===== src/rtl/core/olvue_pkg.sv =====
// ----------------------------------------------------------------------------
// olvue_pkg
// Shared types, codes and helpers of the vector update engine.
// ----------------------------------------------------------------------------
package olvue_pkg;

	localparam int FRAC_BITS_DEF  = 32;
	localparam int DATA_WIDTH_DEF = 48;
	localparam int SUM_W          = 64;
	localparam int CFG_W          = 64;
	localparam int ADDR_W         = 4;

	// reset value of the denominator floor, about 1e-4 in Q16.32
	localparam logic [63:0] HD_MIN_RESET = 64'd429497;

	// register select, taken from paddr[3]
	localparam logic REG_ENERGY = 1'b0;
	localparam logic REG_HD_MIN = 1'b1;

	typedef enum logic [1:0] {
		FN_XY1    = 2'd0,
		FN_DENOM  = 2'd1,
		FN_UPDATE = 2'd2,
		FN_NONE   = 2'd3
	} func_t;

	// control tag that travels with each word down the pipe
	typedef struct packed {
		logic  valid;
		func_t func;
		logic  last;
		logic  neg;    // sign of the quotient
		logic  nneg;   // sign of the numerator
		logic  dzero;  // denominator is zero
		logic  nzero;  // numerator is zero
	} tag_t;

	localparam logic signed [SUM_W-1:0] SUM_MAX = {1'b0, {(SUM_W-1){1'b1}}};
	localparam logic signed [SUM_W-1:0] SUM_MIN = {1'b1, {(SUM_W-1){1'b0}}};

	// saturating 64-bit add
	function automatic logic signed [SUM_W-1:0] sat_add64(
		input logic signed [SUM_W-1:0] a,
		input logic signed [SUM_W-1:0] b
	);
		logic signed [SUM_W:0] s;
		s = {a[SUM_W-1], a} + {b[SUM_W-1], b};
		if (s[SUM_W] != s[SUM_W-1]) begin
			return s[SUM_W] ? SUM_MIN : SUM_MAX;
		end
		return s[SUM_W-1:0];
	endfunction

endpackage


===== src/rtl/core/olvue_top_pipe.sv =====
// ----------------------------------------------------------------------------
// olvue_top_pipe
// Front end of the engine: denominator, clamp and numerator select, feeding
// the division chain.
// ----------------------------------------------------------------------------
module olvue_top_pipe #(
	parameter int DW = olvue_pkg::DATA_WIDTH_DEF,
	parameter int F  = olvue_pkg::FRAC_BITS_DEF
) (
	input  logic                 clk,
	input  logic                 arst_n,
	input  logic                 en,
	input  logic                 in_valid,
	input  logic [1:0]           func,
	input  logic signed [DW-1:0] coef,
	input  logic signed [DW-1:0] diag,
	input  logic signed [DW-1:0] corr,
	input  logic                 last,
	input  logic signed [DW-1:0] energy,
	input  logic [DW-2:0]        hd_min,
	output olvue_pkg::tag_t      tag_s1,
	output logic [DW+F-1:0]      dvd_s1,
	output logic [DW:0]          dm_s1,
	output logic signed [DW-1:0] coef_s1,
	output logic signed [DW-1:0] corr_s1,
	output logic signed [DW-1:0] upd_s1
);
	import olvue_pkg::*;

	localparam logic signed [DW-1:0] EMAX = {1'b0, {(DW-1){1'b1}}};
	localparam logic signed [DW-1:0] EMIN = {1'b1, {(DW-1){1'b0}}};

	logic signed [DW:0]   d_full;
	logic [DW:0]          dmag, hd_ext, dm_sel;
	logic                 clamp, dneg;
	logic signed [DW-1:0] num;
	logic [DW-1:0]        nmag;
	logic signed [DW:0]   s;
	logic signed [DW-1:0] upd;
	func_t                fn;
	tag_t                 tag_n;

	// denominator with floor, numerator magnitude, update sum
	always_comb begin
		fn     = func_t'(func);
		d_full = {diag[DW-1], diag} - {energy[DW-1], energy};
		dmag   = d_full[DW] ? (~d_full + 1'b1) : d_full;
		hd_ext = {2'b00, hd_min};
		clamp  = (dmag < hd_ext);
		dm_sel = clamp ? hd_ext : dmag;
		dneg   = clamp ? 1'b0 : d_full[DW];
		num    = (fn == FN_XY1) ? coef : corr;
		nmag   = num[DW-1] ? DW'(-num) : DW'(num);
		s      = {coef[DW-1], coef} + {corr[DW-1], corr};
		if (s[DW] != s[DW-1]) begin
			upd = s[DW] ? EMIN : EMAX;
		end else begin
			upd = s[DW-1:0];
		end
		tag_n.valid = in_valid;
		tag_n.func  = fn;
		tag_n.last  = last;
		tag_n.neg   = num[DW-1] ^ dneg;
		tag_n.nneg  = num[DW-1];
		tag_n.dzero = (dm_sel == '0);
		tag_n.nzero = (nmag == '0);
	end

	always_ff @(posedge clk or negedge arst_n) begin
		if (!arst_n) begin
			tag_s1 <= '0;
		end else if (en) begin
			tag_s1 <= tag_n;
		end
	end

	always_ff @(posedge clk) begin
		if (en) begin
			dvd_s1  <= {nmag, {F{1'b0}}};
			dm_s1   <= dm_sel;
			coef_s1 <= coef;
			corr_s1 <= corr;
			upd_s1  <= upd;
		end
	end

endmodule


===== config.mk =====
export PLATFORM = sky130hd
export DESIGN_NAME = olvue_top_pipe
export DESIGN_NICKNAME = d
export VERILOG_FILES = /design/src/rtl/core/olvue_pkg.sv /design/src/rtl/core/olvue_top_pipe.sv
export SDC_FILE = /design/constraint.sdc
export NUM_CORES = 1
export LEC_CHECK = 0
export CORE_UTILIZATION = 30
export DETAILED_ROUTE_END_ITERATION = 10
export DONT_BUFFER_PORTS = 1
export MAX_ROUTING_LAYER = met4
export PLACE_DENSITY_LB_ADDON = 0.1
export SETUP_SLACK_MARGIN = 0.02
export SLEW_MARGIN = 15
export SYNTH_ARGS = -nofsm -noshare
export SYNTH_HDL_FRONTEND = slang
export SYNTH_SLANG_ARGS = --single-unit

===== constraint.sdc =====
create_clock -name clk -period 1.21 [get_ports clk]
set_input_delay 0.0605 -clock clk [delete_from_list [all_inputs] [get_ports clk]]
set_output_delay 0.0605 -clock clk [all_outputs]
set_load 0.1 [all_outputs]

**Word level (Yosys, flattened, before mapping)**

Cells that the tools add are included.

- Bitwise logic cells: 2
- Magnitude comparators: 1
- Multiplexer cells: 7
- Reduce and logical (&&, ||, !) cells: 3
- Equal/unequal tests: 1
- $add $sub $neg: 4

Operators by type and width:

| kind | count |
|---|---|
| 48-bit 2-to-1 mux | 4 |
| 49-bit 2-to-1 mux | 2 |
| 48-bit by 48-bit adder with 49-bit output | 1 |
| 49-bit by 1-bit adder with 49-bit output, second input constant | 1 |
| 49-bit logical NOT | 1 |
| 49-bit by 47-bit less-than comparator with 1-bit output | 1 |
| 49-bit NOT | 1 |
| 48-bit by 48-bit subtractor with 49-bit output | 1 |
| 48-bit logical NOT | 1 |
| 48-bit negation | 1 |
| 2-bit logical NOT | 1 |
| 1-bit 2-to-1 mux | 1 |
| 1-bit != test | 1 |
| 1-bit XOR | 1 |

- Flip-flop bits (word level): 249
- Bits of input ports: 246
- Word-level logic and storage cells: 30
- Output and inout port bits: 281

**Depth between registers and ports, before layout**

- Word-level depth: 7
- Depth in mapped cells: 30
- Mapped depth without buffers: 26

**Least setup slack after synthesis**

OpenSTA, ideal clock, no wires.

- Path type: input port to flip-flop
- From: in diag[0]
- To: reg dm_s1[16], data pin
- Setup slack: -4.541 ns
- Path buffers: 2
- Library setup time: 0.262 ns
- Data arrival time: 5.489 ns
- Data required time: 0.948 ns
- Stages: 26
- Path through: inv_1 -> ha_1 -> fa_1 -> nand2b_1 -> a21oi_1 -> o311ai_1 -> a211o_1 -> a21oi_1 -> a2111oi_0 -> nor3_1 -> nand4b_1 -> or4_1 -> buf_2 -> o21ai_0 -> xnor2_1 -> ha_1 -> a21o_1 -> a21o_1 -> a21oi_1 -> nor2b_1 -> o21ai_0 -> nand4_1 -> a31oi_1 -> o211ai_2 -> buf_2 -> mux2_1

- Word-level cells in the longest chain between the ends: 6

Ends and longest elaborated chain:

| item | line | source |
|---|---|---|
| start, declared | olvue_top_pipe.sv:16 | `input logic signed [DW-1:0] diag,` |
| 48-bit by 48-bit subtractor with 49-bit output * | olvue_top_pipe.sv:46 | `d_full = {diag[DW-1], diag} - {energy[DW-1], energy};` |
| 49-bit NOT | olvue_top_pipe.sv:47 | `dmag = d_full[DW] ? (~d_full + 1'b1) : d_full;` |
| 49-bit by 1-bit adder with 49-bit output | olvue_top_pipe.sv:47 |  |
| 49-bit 2-to-1 mux * | olvue_top_pipe.sv:47 |  |
| 49-bit by 47-bit less-than comparator with 1-bit output | olvue_top_pipe.sv:49 | `clamp = (dmag < hd_ext);` |
| 49-bit 2-to-1 mux * | olvue_top_pipe.sv:50 | `dm_sel = clamp ? hd_ext : dmag;` |
| net dm_sel[16] | olvue_top_pipe.sv:34 | `logic [DW:0] dmag, hd_ext, dm_sel;` |
| end signal, assigned | olvue_top_pipe.sv:80 | `dm_s1 <= dm_sel;` |
| end, declared | olvue_top_pipe.sv:23 | `output logic [DW:0] dm_s1,` |

The timed path passes the listed nets; every way through them passes the cells marked *.
A chain may end at the register's enable or synchronous reset.

**Worst setup path after layout**

- From: in energy[6]
- To: reg dm_s1[28], data pin

- Word-level cells in the longest chain between the ends: 6

Ends and longest elaborated chain:

| item | line | source |
|---|---|---|
| start, declared | olvue_top_pipe.sv:19 | `input logic signed [DW-1:0] energy,` |
| 48-bit by 48-bit subtractor with 49-bit output * | olvue_top_pipe.sv:46 |  |
| 49-bit NOT | olvue_top_pipe.sv:47 |  |
| 49-bit by 1-bit adder with 49-bit output | olvue_top_pipe.sv:47 |  |
| 49-bit 2-to-1 mux * | olvue_top_pipe.sv:47 |  |
| 49-bit by 47-bit less-than comparator with 1-bit output | olvue_top_pipe.sv:49 |  |
| 49-bit 2-to-1 mux * | olvue_top_pipe.sv:50 |  |
| net dm_sel[28] | olvue_top_pipe.sv:34 |  |

Marks and branches as above.

==> key figures <==
Run status
  – Run status: complete, but fails checks
  – Violations in the final reports: negative hold slack, negative setup slack

Clock network
  – Num Clock Sinks: 249
  – Cell at the root of the clock tree: clkbuf_16
  – Insertion delay to the later sink of the worst-skew pair: 560 ps
  – Clock buffer count from CTS: 26
  – Max clock buf depth: 3
  – TritonCTS clock tree: done
  – Clock-pin slew on the worst setup and hold paths: 70 ps
  – H-Tree Level Count: 1

Worst setup path
  – Data required time of the worst path: 1520 ps
  – Kind of launch point of the worst setup path: input pin
  – Arrival time at the worst endpoint: 5300 ps
  – Classification of the worst setup path: input pin to flop
  – Type of destination of the critical path: flop
  – CP Max Fanout: 6

Global routing
  – Total gr overflow: 0
  – Pin count of the biggest net entering global routing: 252
  – Most crowded layer after global routing: met2
  – Met3 Use GR: 3.47%
  – Met2 routing resource usage after global routing: 44.2%
  – Global-route track usage on met1: 27.6%
  – Via count of the first global-routing pass: 19700
  – Number of antenna violations at the first check in global routing: 1
  – Total global routing track utilization: 24.5%
  – Wire length of the first global-routing pass: 117000 um

Timing
  – Number of failing setup endpoints in the final timing report: 233
  – Final worst slack: -3780 ps
  – Clock period minus final worst setup slack: 4990 ps
  – Worst Max-Slew Pin Slew: 610 ps
  – Relative slew margins: 59.0%
  – Worst clock skew on the final layout: 0 ps
  – Count of pins over their slew limit: 0
  – Final worst hold slack: -341 ps
  – Number of failing hold endpoints at the final stage: 220
  – Ratio of final minimum period to clock period: 413%
  – Maximum frequency from static timing analysis: 200 MHz
  – Setup repair after global routing missed its margin: true

Floorplan
  – Chip Width: 255 um
  – Site row count: 92
  – Total I/O pin count: 527
  – Die Footprint: 64800 um2
  – Starting density of the core: 30.4%
  – Core outline area: 63100 um2
  – Vertical die dimension: 255 um

Pwr
  – Pleak: 14.7 nW
  – Clock power frac: 16.1%
  – Share of power burned in registers: 23.4%
  – Peak VDD IR: 0.000998 V
  – Power Dens Cells: 1570 nW/um2
  – Sw power: 0.0240 W
  – Internal Dissipation: 0.0287 W
  – Fraction of power spent switching nets: 45.6%
  – Combinational share of power: 60.5%

Layout
  – Core Util, Final: 53.1%
  – Layout cells sized above 1: 45.4%
  – Number of antenna diodes: 0
  – Fillcell total: 5725
  – Area delta synth->final: 75.0%
  – Nets: 3473
  – Cell area after layout: 33500 um2

Placed design
  – Half-perimeter wire length after detailed placement: 62000 um
  – Cell Area, Placed: 27600 um2
  – I/O Buffers: 0
  – Global placer's final weighted congestion: 0.890

Route
  – Routed wire length: 82600 um
  – Via count: 19600
  – Count of nets left with antenna violations after detail routing: 0
  – Routed length per instance: 20.9 um
  – First DRT Iteration DRCs: 949
  – Average vias per placed instance: 4.96
  – Post-detailed-route DRC marker count: 0
  – Pre-Repair DR Iteration Count: 7

Synth
  – Biggest area consumer among synthesized cells: edfxtp_1
  – Top-area cell type share of the netlist area: 37.8%
  – Count of different cell masters after synthesis: 92
  – Syn Std Cell Area: 19100 um2
  – Count of yosys warnings during synthesis: 0
  – Number of enable flip-flop cells after synthesis: 241
  – Cell types occupying the most area after synthesis: edfxtp_1, ha_1, xnor2_1, a21oi_1, mux2i_1
  – Top FF cell, synth: edfxtp_1
  – Library cell with the highest instance count after synthesis: edfxtp_1
  – Cell count after synthesis: 1970
  – Asr flop ratio synth: 3.21%
  – Syn Area/Cell: 9.72 um2
  – Ranking of synthesized cells by instance count: edfxtp_1, a21oi_1, ha_1
  – Sequential fraction of the synthesis area: 38.8%
  – Flops & latches, synth: 249

Worst hold path
  – Tightest Hold Check Type: input pin to flop

Job
  – Max-cap violation count: 0
==> sequential cells by signal (all words and copies together), names as in the netlist <==
signal,flops
coef_s1,48
corr_s1,48
dm_s1,49
dvd_s1,48
tag_s1,8
upd_s1,48
==> logic make-up after synthesis <==
kind of cell / Yosys count / share of synthesized area [%]
AND/OR/NAND/NOR: 542 / 14.8
AO/OA/AOI/OAI: 538 / 18.3
flip-flops: 249 / 38.8
buffers and inverters: 229 / 5.30
adder cells (fa/ha/maj): 160 / 10.4
XOR/XNOR: 156 / 7.14
multiplexers: 95 / 5.24
other: 1 / 0.0196
==> worst max-delay path, cell delays in order <==
cell and delay (ps):
inv_12 10, ha_4 260, a2111oi_4 380, a21oi_4 120, a311o_1 420, a2111o_1 480, a31o_1 260, nor4_4 370
nand2b_4 90, or4_4 480, o21ai_4 190, xnor2_2 140, ha_1 270, a21o_1 190, a21o_1 160, a21oi_2 110
nor2b_1 60, o21ai_1 120, nand4_1 120, a31oi_2 200, o211ai_4 170, buf_6 190, clkbuf_16 160, mux2_4 290
==> per-layer routing <==
metal,wire length (um),part of all wire (%),vias up
met5,0,0,-
met4,2930,3.5,0
met1,33000,40,9365
met2,42400,51,509
met3,4350,5.3,113
li1,-,-,9579
==> stage by stage <==
| step | total power [W] | instances | worst slack [ps] | TNS, ps |
|---|---|---|---|---|
| final | 0.0527 | 3947 | -3780 | -341140 |
| after global routing | 0.0548 | 3947 | -3990 | -367460 |
| after CTS | 0.0511 | 3914 | -3680 | -353660 |
| after detailed placement | 0.0395 | 3662 | -4550 | -409450 |
| after global placement | 0.0393 | 3662 | -4500 | -408370 |
| after floorplan | 0.0308 | 2001 | -4190 | -359050 |
==> power by group through the flow <==
| stage | clock network (W) | registers (W) | logic [W] |
|---|---|---|---|
| floorplan | 0 | 0.0219 | 0.00897 |
| global placement | 0 | 0.0122 | 0.0271 |
| detailed placement | 0 | 0.0122 | 0.0273 |
| CTS | 0.00864 | 0.0121 | 0.0304 |
| global route | 0.00894 | 0.0125 | 0.0334 |
| finish | 0.00847 | 0.0123 | 0.0319 |
==> final timing paths <==
path	start	end	slack, ps	cells after the start
hold reg to reg	tag_s1[6]$_DFFE_PN0P_	tag_s1[6]$_DFFE_PN0P_	530	1
setup reg to reg	tag_s1[1]$_DFFE_PN0P_	tag_s1[1]$_DFFE_PN0P_	310	3
setup / recovery	energy[6]	dm_s1[28]$_DFFE_PP_	-3780	24
hold / removal	en	upd_s1[46]$_DFFE_PP_	-340	0
max in group asynchronous	arst_n	tag_s1[4]$_DFFE_PN0P_	310	2
min in group asynchronous	arst_n	tag_s1[3]$_DFFE_PN0P_	480	2
==> cell type report <==
type | count | area [um2] | share of cell area (%)
clock buffer | 29 | 683 | 2.04
clock inverter | 19 | 193 | 0.575
inverter | 137 | 544 | 1.62
multi-input combinational | 1523 | 13000 | 38.8
sequential | 249 | 7440 | 22.2
tap | 846 | 1060 | 3.16
timing repair buffer | 1144 | 10600 | 31.6
==> placed cells by master, fill, tap and decap left out, drive strengths merged, types with 11 or more instances in the layout <==
master / instances
buf: 989
edfxtp: 241
a21oi: 157
dlygate4sd3: 149
ha: 144
inv: 141
nor2: 125
o21ai: 112
nand2: 107
xnor2: 101
a21o: 70
nor3: 66
xor2: 55
mux2i: 53
mux2: 42
nand4: 37
conb: 32
clkbuf: 31
a31oi: 31
nor4: 31
nand3: 28
or3: 24
nand2b: 23
o31ai: 19
a211oi: 18
o21a: 17
and2: 16
and3: 16
maj3: 14
nor2b: 14
a211o: 13
or4: 13
o21bai: 11
==> repair_timing <==
action	4_1_cts	5_1_grt
hold buffers	151	4
setup endpoints to repair	391	395
hold endpoints to repair	415	254
pin swaps	79	100
gates resized for setup	235	413
buffers inserted	51	41
cloned	11	2
Note: power is estimated with default switching activity, not from simulation.
