==> src/rtl/core/olvue_pkg.sv <==
// ----------------------------------------------------------------------------
// olvue_pkg
// Shared types, codes and helpers of the vector update engine.
// ----------------------------------------------------------------------------
package olvue_pkg;

	localparam int FRAC_BITS_DEF  = 32;
	localparam int DATA_WIDTH_DEF = 48;
	localparam int SUM_W          = 64;
	localparam int CFG_W          = 64;
	localparam int ADDR_W         = 4;

	// reset value of the denominator floor, about 1e-4 in Q16.32
	localparam logic [63:0] HD_MIN_RESET = 64'd429497;

	// register select, taken from paddr[3]
	localparam logic REG_ENERGY = 1'b0;
	localparam logic REG_HD_MIN = 1'b1;

	typedef enum logic [1:0] {
		FN_XY1    = 2'd0,
		FN_DENOM  = 2'd1,
		FN_UPDATE = 2'd2,
		FN_NONE   = 2'd3
	} func_t;

	// control tag that travels with each word down the pipe
	typedef struct packed {
		logic  valid;
		func_t func;
		logic  last;
		logic  neg;    // sign of the quotient
		logic  nneg;   // sign of the numerator
		logic  dzero;  // denominator is zero
		logic  nzero;  // numerator is zero
	} tag_t;

	localparam logic signed [SUM_W-1:0] SUM_MAX = {1'b0, {(SUM_W-1){1'b1}}};
	localparam logic signed [SUM_W-1:0] SUM_MIN = {1'b1, {(SUM_W-1){1'b0}}};

	// saturating 64-bit add
	function automatic logic signed [SUM_W-1:0] sat_add64(
		input logic signed [SUM_W-1:0] a,
		input logic signed [SUM_W-1:0] b
	);
		logic signed [SUM_W:0] s;
		s = {a[SUM_W-1], a} + {b[SUM_W-1], b};
		if (s[SUM_W] != s[SUM_W-1]) begin
			return s[SUM_W] ? SUM_MIN : SUM_MAX;
		end
		return s[SUM_W-1:0];
	endfunction

endpackage

==> src/rtl/core/olvue_div_cell.sv <==
// ----------------------------------------------------------------------------
// olvue_div_cell
// One restoring-division step: shifts in one dividend bit, subtracts the
// denominator when it fits, and hands everything to the next cell.
// ----------------------------------------------------------------------------
module olvue_div_cell #(
	parameter int DW = olvue_pkg::DATA_WIDTH_DEF,
	parameter int NQ = olvue_pkg::DATA_WIDTH_DEF + olvue_pkg::FRAC_BITS_DEF
) (
	input  logic                 clk,
	input  logic                 arst_n,
	input  logic                 en,
	input  olvue_pkg::tag_t      tag_i,
	input  logic [DW:0]          rem_i,
	input  logic [NQ-1:0]        dvd_i,
	input  logic [NQ-1:0]        quo_i,
	input  logic [DW:0]          dm_i,
	input  logic signed [DW-1:0] coef_i,
	input  logic signed [DW-1:0] corr_i,
	input  logic signed [DW-1:0] upd_i,
	output olvue_pkg::tag_t      tag_o,
	output logic [DW:0]          rem_o,
	output logic [NQ-1:0]        dvd_o,
	output logic [NQ-1:0]        quo_o,
	output logic [DW:0]          dm_o,
	output logic signed [DW-1:0] coef_o,
	output logic signed [DW-1:0] corr_o,
	output logic signed [DW-1:0] upd_o
);
	import olvue_pkg::*;

	localparam int RW = DW + 1;

	logic [RW:0]   trial;
	logic [RW:0]   dm_ext;
	logic          ge;
	logic [RW-1:0] rem_n;

	// trial subtract
	always_comb begin
		trial  = {rem_i, dvd_i[NQ-1]};
		dm_ext = {1'b0, dm_i};
		ge     = (trial >= dm_ext);
		rem_n  = ge ? RW'(trial - dm_ext) : trial[RW-1:0];
	end

	tag_t                 tag_q;
	logic [RW-1:0]        rem_q;
	logic [NQ-1:0]        dvd_q;
	logic [NQ-1:0]        quo_q;
	logic [DW:0]          dm_q;
	logic signed [DW-1:0] coef_q;
	logic signed [DW-1:0] corr_q;
	logic signed [DW-1:0] upd_q;

	// control
	always_ff @(posedge clk or negedge arst_n) begin
		if (!arst_n) begin
			tag_q <= '0;
		end else if (en) begin
			tag_q <= tag_i;
		end
	end

	// payload
	always_ff @(posedge clk) begin
		if (en) begin
			rem_q  <= rem_n;
			dvd_q  <= {dvd_i[NQ-2:0], 1'b0};
			quo_q  <= {quo_i[NQ-2:0], ge};
			dm_q   <= dm_i;
			coef_q <= coef_i;
			corr_q <= corr_i;
			upd_q  <= upd_i;
		end
	end

	assign tag_o  = tag_q;
	assign rem_o  = rem_q;
	assign dvd_o  = dvd_q;
	assign quo_o  = quo_q;
	assign dm_o   = dm_q;
	assign coef_o = coef_q;
	assign corr_o = corr_q;
	assign upd_o  = upd_q;

endmodule

==> config.mk <==
export PLATFORM = sky130hd
export DESIGN_NAME = olvue_div_cell
export DESIGN_NICKNAME = d
export VERILOG_FILES = /design/src/rtl/core/olvue_pkg.sv /design/src/rtl/core/olvue_div_cell.sv
export SDC_FILE = /design/constraint.sdc
export NUM_CORES = 1
export LEC_CHECK = 0
export BUFFER_PORTS_ARGS = -buffer_cell sky130_fd_sc_hd__buf_2
export CAP_MARGIN = 10
export CORE_AREA = 4 4 315 317
export CTS_CLUSTER_SIZE = 25
export DETAILED_ROUTE_END_ITERATION = 8
export DIE_AREA = 0 0 319 321
export GPL_ROUTABILITY_DRIVEN = 0
export GPL_TIMING_DRIVEN = 0
export PLACE_DENSITY_LB_ADDON = 0.2
export SYNTH_ARGS = -nofsm -noshare
export SYNTH_HDL_FRONTEND = slang
export SYNTH_SLANG_ARGS = --single-unit
==> constraint.sdc <==
create_clock -name clk -period 0.98 [get_ports clk]
set_input_delay 0.098 -clock clk [delete_from_list [all_inputs] [get_ports clk]]
set_output_delay 0.098 -clock clk [all_outputs]
set_load 0.005 [all_outputs]
## Word-level counts from Yosys, hierarchy flattened

Index checks and enable logic that the tools add are counted.

| storage, ports and cells | value |
|---|---|
| flip-flop bits (word level) | 409 |
| bits of input ports | 413 |
| output and inout bits | 410 |
| logic and storage cells | 17 |

| operators by class | value |
|---|---|
| add/subtract/negate cells | 1 |
| magnitude comparators | 1 |
| mux-type cells | 1 |

Operator list:

| operator | count |
|---|---|
| 50-bit by 49-bit >= comparator with 1-bit output | 1 |
| 49-bit 2-to-1 mux | 1 |
| 49-bit subtractor | 1 |

## Depth between registers and ports, before layout

Gate-level depths: netlist of run 1.

| depth | value |
|---|---|
| depth after elaboration | 2 |
| mapped depth | 15 |
| depth with buffers taken out | 14 |

## Least setup slack after synthesis of run 1

No wires, ideal clock.

| timing path | value |
|---|---|
| path type | input-to-reg |
| from | in dvd_i[79] |
| to | reg rem_q[18], in the netlist rem_o[18], data pin |
| library setup time | 0.262 ns |
| arrival time | 2.724 ns |
| required time | 0.718 ns |
| setup slack | -2.006 ns |
| stages | 14 |
| path buffers | 1 |
| cells stage by stage | inv_1 ha_1 inv_1 fa_1 a21oi_1 o22ai_1 o211ai_1 o221ai_2 a21oi_2 o41ai_4 a211oi_4 o31ai_4 buf_4 mux2_1 |

| between the ends | value |
|---|---|
| word-level cells in the longest chain between the ends | 2 |
| elaborated cells on any way between the ends | 3 |
| those cells by class | add/sub: 1; order compare: 1; mux: 1 |

RTL lines:

| item | line | source |
|---|---|---|
| start, declared | olvue_div_cell.sv:15 | `input logic [NQ-1:0] dvd_i,` |
| 49-bit subtractor / 50-bit by 49-bit >= comparator with 1-bit output (equally long branches) | olvue_div_cell.sv:44, olvue_div_cell.sv:43 |  |
| 49-bit 2-to-1 mux (*) | olvue_div_cell.sv:44 | `rem_n = ge ? RW'(trial - dm_ext) : trial[RW-1:0];` |
| net rem_n[18] | olvue_div_cell.sv:37 | `logic [RW-1:0] rem_n;` |
| end signal, assigned | olvue_div_cell.sv:68 | `rem_q <= rem_n;` |
| end, declared | olvue_div_cell.sv:48 | `logic [RW-1:0] rem_q;` |

Mark *: on every way through the listed nets, which the timed path passes. The rest lies on a longest branch.
A chain may end at the register's enable or synchronous reset.

## Worst setup path after layout of run 1

| timing path | value |
|---|---|
| from | in dm_i[32] |
| to | reg rem_q[44], in the netlist rem_o[44], data pin |

| between the ends | value |
|---|---|
| word-level cells in the longest chain between the ends | 2 |
| elaborated cells on any way between the ends | 3 |
| those cells by class | add/sub: 1; order compare: 1; mux: 1 |

RTL lines:

| item | line | source |
|---|---|---|
| start, declared | olvue_div_cell.sv:17 | `input logic [DW:0] dm_i,` |
| 49-bit subtractor / 50-bit by 49-bit >= comparator with 1-bit output (equally long branches) | olvue_div_cell.sv:44, olvue_div_cell.sv:43 |  |
| 49-bit 2-to-1 mux (*) | olvue_div_cell.sv:44 |  |
| net rem_n[44] | olvue_div_cell.sv:37 |  |

Marks and branches as above.

==> flow_summary.json, run 1 <==
{
  "yosysSeqAreaShare_pct": 77.3,
  "worst_pin_slew_ps": 698,
  "maxCapViolCount": 0,
  "rows": 114,
  "final_common_cell": "buf_2",
  "hp-class": "input port to flip-flop",
  "dpl.hpwl_um": 58700,
  "grt_usage_pct": 13.9,
  "grt_pass1_wl_um": 104000,
  "cp.required_ps": 1320,
  "peakVddDrop_mv": 1.16,
  "slew_headroom_pct": 53.4,
  "powerDensity_nw_per_um2": 1690,
  "cts_tree": "done",
  "cts_buffers": 49,
  "area_delta_synth_final_pct": 80.1,
  "ant_nets": 0,
  "routedWlPerCell_um": 20.9,
  "top_usage_layer": "met2",
  "postSynthAreaPerCell_um2": 16.4,
  "hold_viol_final": 34,
  "syn-instance-count": 964,
  "start_util_pct": 16.4,
  "grt_max_degree": 79,
  "status": "finished, violations left",
  "layout_common_cells": "776 x buf_2, 411 x dlygate4sd3_1, 401 x edfxtp_1",
  "cts_buffer_depth": 3,
  "power_mw": 48.3,
  "leakage_nw": 11.9,
  "ctsHtreeMaxLevel": 2,
  "cp.arrival_ps": 3080,
  "die_y_um": 321,
  "synth_ff_type": "edfxtp_1",
  "grtUsageMet3_pct": 4.40,
  "violations": "negative hold slack, negative setup slack",
  "synth-async-reset-ratio_pct": 1.96,
  "port_buffers": 820,
  "finalCriticalPeriod_ps": 2740,
  "synth_edf_count": 401,
  "overflow": 0,
  "post-route-drc-count": 0,
  "grt_pass1_vias": 14500,
  "routed_wl_um": 75300,
  "fin_ws_ps": -1760,
  "cts_root_buf": "clkbuf_16",
  "synth_cell_type_count": 54,
  "chipWidth_um": 319,
  "critPathKind": "input port to flip-flop",
  "critPathMaxFanout": 8,
  "via_count": 13600,
  "dr.pass1.iters": 5,
  "critPathLaunchType": "input port",
  "clk_pin_slew_ps": 60,
  "met2_usage_pct": 26.0,
  "use_met1_pct": 15.3,
  "clk_latency_ps": 580,
  "endpoint_kind": "flip-flop",
  "io_pins": 823,
  "rsz0062_at_grt": "true",
  "hold_ws_ps": -68.8,
  "layout.nets": 2741,
  "fmax_ghz": 0.365,
  "drv_slew": 0,
  "syn_area_um2": 15800,
  "clock-skew-final_ps": 0,
  "finalCritPeriodShare_pct": 280,
  "drt-initial-drc-count": 655,
  "finalSetupViolations": 461,
  "viasPerCell": 3.76,
  "synth_nets": 1427,
  "cts.sinks": 409,
  "synth-seq-cells": 409,
  "die_area_um2": 102000,
  "antenna_found_initial": 20,
  "yosys_warnings": 0,
  "coreArea_um2": 96300,
  "drive_above_1_share_pct": 44.2
}
-- critical path, stage by stage --
cell and delay (ps):
buf_2 90, inv_1 50, ha_1 260, clkbuf_1 250, nand4_1 220, or2_2 400, o41ai_4 590, a211oi_4 160
o31ai_4 310, buf_12 170, buf_12 150, mux2_4 310
-- where the power goes --
group | leakage (nW) | internal [mW] | switching [mW]
Clock | 0.767 | 10.5 | 7.60
Combinational | 7.14 | 4.41 | 4.31
Sequential | 4.02 | 21.0 | 0.448
Total | 11.9 | 35.9 | 12.4
-- cell type report --
type / count / area [um^2]
well taps: 1276 / 1600
fillers: 9885 / 67800
inverters: 64 / 253
flip-flops and latches: 409 / 12200
clock buffers: 60 / 1290
repair buffers: 1265 / 8970
diodes: 12 / 30.0
multi-input cells: 458 / 3630
clock inverters: 30 / 289
plain buffers: 31 / 209
-- stage by stage --
stage / cell area (um^2) / worst slack [ps] / cells / utilization [%] / TNS [ps]
finish: 28500 / -1760 / 3605 / 29.6 / -171020
global route: 28500 / -1810 / 3596 / 29.6 / -209340
CTS: 28300 / -1860 / 3587 / 29.3 / -210070
detailed placement: 21800 / -3400 / 3064 / 22.6 / -399200
global placement: 21700 / -6790 / 3060 / 22.5 / -2800080
floorplan: 16000 / -1850 / 964 / - / -87430
-- cells in the mapped netlist (12+ instances only) --
| master | count | area, um^2 |
|---|---|---|
| nand2_1 | 26 | 97.6 |
| o21bai_1 | 12 | 90.1 |
| nand4_1 | 20 | 125 |
| ha_1 | 49 | 613 |
| inv_1 | 64 | 240 |
| xnor2_1 | 29 | 254 |
| nor2_1 | 61 | 229 |
| edfxtp_1 | 401 | 12000 |
| o21ai_0 | 18 | 90.1 |
| a21o_1 | 25 | 188 |
| clkbuf_1 | 23 | 86.3 |
| xor2_1 | 17 | 149 |
| a21oi_1 | 90 | 450 |
-- layer usage --
layer  part of all wire (%)  vias to the layer above
met4                    2.3                        2
met1                     37                     6628
met5                  0.017                        -
met3                    7.6                       86
li1                       -                     6303
met2                     53                      536
-- worst paths after layout --
check | start | endpoint | slack (ps) | depth (start not counted)
max in group asynchronous | arst_n | tag_o[3] | 140 | 3
min in group asynchronous | arst_n | tag_o[1] | 540 | 3
max reg2reg | tag_o[7] | tag_o[7] | 120 | 2
min reg2reg | tag_o[0] | tag_o[0] | 510 | 1
max | dm_i[32] | rem_o[44] | -1760 | 12
min | en | corr_o[37] | -70 | 1
-- repair_timing --
action | CTS | global route
hold endpoints to repair | 490 | 75
setup endpoints to repair | 646 | 475
hold buffers | 410 | 1
buffers inserted | 20 | 8
cloned | 4 | 0
resized for setup | 143 | 43
pin swaps | 15 | 20
-- state kept, by name, indices dropped and copies added, names as in the netlist --
signal,cells
dvd_o,79
upd_o,48
dm_o,49
quo_o,80
tag_o,8
rem_o,49
coef_o,48
corr_o,48
-- kinds of logic after synthesis --
family / synth area share, %
compound gates: 7.71
xor+xnor: 2.55
fa+ha+maj: 4.00
buf+inv: 2.46
flops: 77.3
mux: 1.35
other cells: 0.0237
simple gates: 4.56
(Power assumes the default switching activity.)
==> run 2, diff against run 1 <==
- ABC_AREA: unset -> 1
- CORE_AREA: 4 4 315 317 -> 2 2 321 323
- DIE_AREA: 0 0 319 321 -> 0 0 323 325
==> run 2 against run 1 <==
Against the previous run: the run still ends with negative hold slack, negative setup slack left; sequential cell count stayed put; via count is 22% higher; sequential share of layout area is 5.7 points lower; total power is 5.5% higher; clock power hardly changed; global-route usage is 2.0 points higher; routed wire length is 18% higher; critical path depth is 3 higher; critical endpoint is now rem_o[39]; largest cell class unchanged.
==> flow_summary.json, run 2 <==
{
  "fill_cells": 10600,
  "finalSetupTns_ps": -121860,
  "grt_pass1_wl_um": 120000,
  "hold_ws_ps": -137,
  "ant_nets": 0,
  "worst_pin_slew_ps": 648,
  "cts.sinks": 409,
  "critPathLaunchType": "input port",
  "clk_pin_slew_ps": 60,
  "hold_viol_final": 46,
  "synth_edf_count": 401,
  "postSynthAreaPerCell_um2": 11.1,
  "reg2reg_depth": 2,
  "synth-seq-cells": 409,
  "clock-skew-final_ps": 0,
  "ys_top_cells_by_area": "edfxtp_1 68%, nand2_1 11%, inv_1 6.1%, ha_1 3.5%, nand4_1 2.1%",
  "finalSetupViolations": 459,
  "slew_headroom_pct": 56.8,
  "reg2reg_slack_ps": 110,
  "overflow": 0,
  "dr.pass1.iters": 4,
  "chipWidth_um": 323,
  "die_y_um": 325,
  "area_delta_synth_final_pct": 85.5,
  "fin_ws_ps": -613,
  "cts_buffers": 52,
  "viasPerCell": 3.77,
  "synth_cell_type_count": 30,
  "dpl.hpwl_um": 68000,
  "cts_tree": "done",
  "endpoint": "rem_o[39]",
  "port_buffers": 820,
  "post-route-drc-count": 0,
  "powerDensity_nw_per_um2": 1550,
  "yosysMostFrequentCell": "nand2_1",
  "syn_area_um2": 17700,
  "cp.arrival_ps": 1950,
  "start_util_pct": 17.5,
  "regToRegStartpoint": "tag_o[2]",
  "yosys_warnings": 0,
  "routed_wl_um": 88500,
  "maxCapViolCount": 0,
  "yosysSeqAreaShare_pct": 69.1,
  "drv_slew": 0,
  "synth_top_area_share_pct": 68.0,
  "critPathKind": "input port to flip-flop",
  "reg2reg_to": "tag_o[2]",
  "antenna_found_initial": 30,
  "final_common_cell": "buf_2",
  "ys_top_cells_by_count": "542 x nand2_1, 401 x edfxtp_1, 287 x inv_1",
  "seq_area_um2": 12200,
  "ctsHtreeMaxLevel": 2,
  "grt_pass1_vias": 17100,
  "critPathMaxFanout": 10,
  "cts_root_buf": "clkbuf_16",
  "synth_ff_type": "edfxtp_1",
  "grt_usage_pct": 16.0,
  "fmax_ghz": 0.628,
  "drt-initial-drc-count": 624,
  "finalCriticalPeriod_ps": 1590,
  "synth-async-reset-ratio_pct": 1.96,
  "drive_above_1_share_pct": 45.8,
  "cts_buffer_depth": 3,
  "synth_nets": 2061,
  "peakVddDrop_mv": 1.35,
  "routedWlPerCell_um": 20.2,
  "layout.nets": 3430,
  "io_pins": 823,
  "via_count": 16500,
  "violations": "negative hold slack, negative setup slack",
  "multi_input_area_um2": 6160,
  "syn-instance-count": 1598,
  "leakage_nw": 14.9,
  "finalCritPeriodShare_pct": 163,
  "clk_latency_ps": 600,
  "status": "finished, violations left",
  "hp-class": "input port to flip-flop",
  "rsz0062_at_grt": "true",
  "die_area_um2": 105000,
  "rows": 117,
  "cp.required_ps": 1340,
  "endpoint_kind": "flip-flop",
  "layout_common_cells": "749 x buf_2, 409 x dlygate4sd3_1, 401 x edfxtp_1",
  "largest_register_ffs": 80,
  "synth_top_area_cell": "edfxtp_1",
  "grt_max_degree": 103,
  "post-place-ws_ps": -2120,
  "coreArea_um2": 101000,
  "startpoint": "dm_i[37]"
}
run 2: cell count changes after synthesis, sizes merged, moves of 29 or more:
cell / previous run / this run
nand2: 26 / 544
nor2: 61 / 94
nand4: 20 / 60
nand3: 11 / 48
a21oi: 91 / 30
inv: 64 / 292
xnor2: 29 / 0
run 2: metrics by stage:
stage | cells | hold WS [ps] | utilization [%] | cell area, um^2 | total power, mW
2_1_floorplan | 1598 | -198 | - | 18100 | 24.6
3_3_place_gp | 3786 | -44.6 | 23.6 | 23900 | 29.5
3_5_place_dp | 3790 | -42.4 | 23.8 | 24100 | 29.3
4_1_cts | 4343 | -200 | 31.1 | 31500 | 50.8
5_1_grt | 4381 | -162 | 32.4 | 32800 | 53.5
6_report | 4384 | -137 | 32.4 | 32900 | 50.9
run 2: final cells by class:
| cell class | instances | share of cell area, % |
|---|---|---|
| multi-input cells | 875 | 18.7 |
| diodes | 9 | 0.0685 |
| inverters | 292 | 3.47 |
| well taps | 1368 | 5.21 |
| clock inverters | 27 | 0.666 |
| clock buffers | 67 | 4.13 |
| flip-flops and latches | 409 | 37.3 |
| plain buffers | 18 | 0.807 |
| repair buffers | 1319 | 29.6 |
run 2: what timing repair did:
item | CTS | global route
pin swaps | 62 | 66
gates cloned | 4 | 9
setup buffers | 50 | 23
endpoints found under the hold margin | 461 | 47
gates resized for setup | 324 | 303
hold buffers | 408 | 1
endpoints found under the setup margin | 667 | 618
run 2: worst min path at each step:
| stage | start | endpoint | cells after the start | slack (ps) |
|---|---|---|---|---|
| 2_1_floorplan | arst_n | tag_o[0] | 0 | -200 |
| 3_3_place_gp | arst_n | tag_o[2] | 1 | -40 |
| 3_5_place_dp | arst_n | tag_o[2] | 1 | -40 |
| 4_1_cts | en | rem_o[44] | 1 | -200 |
| 5_1_grt | en | dm_o[1] | 1 | -160 |
| 6_report | en | dm_o[1] | 1 | -140 |
run 2: cell families after synthesis:
group           synth area share [%]
simple gates                    17.7
flops                           69.1
buf+inv                         6.84
fa+ha+maj                       3.57
compound gates                 0.996
xor+xnor                        1.24
mux                            0.509
other cells                   0.0212
run 2: where the power goes:
group / internal, mW / total, mW / switching (mW) / leakage (nW)
registers: 21.0 / 21.4 / 0.401 / 4.02
logic: 5.33 / 11.2 / 5.86 / 10.1
clock network: 10.3 / 18.3 / 8.03 / 0.751
total: 36.6 / 50.9 / 14.3 / 14.9
run 2: per-layer routing:
layer	up-vias	GRT usage, %	wire length [um]
met2	561	28.4	44200
met1	7796	17.1	33200
li1	7999	-	-
met5	-	0	88
met3	151	6.13	8060
met4	14	5.51	3020
run 2: worst max-delay path: stages:
cell and delay (ps):
buf_6 80, inv_6 30, ha_4 270, nand2_4 70
buf_4 150, nor2_4 110, nand2_2 100, inv_1 80
nand2_2 70, nor2_4 130, nand3_4 180, buf_8 200
buf_8 130, nand4_1 160, nand2_4 80
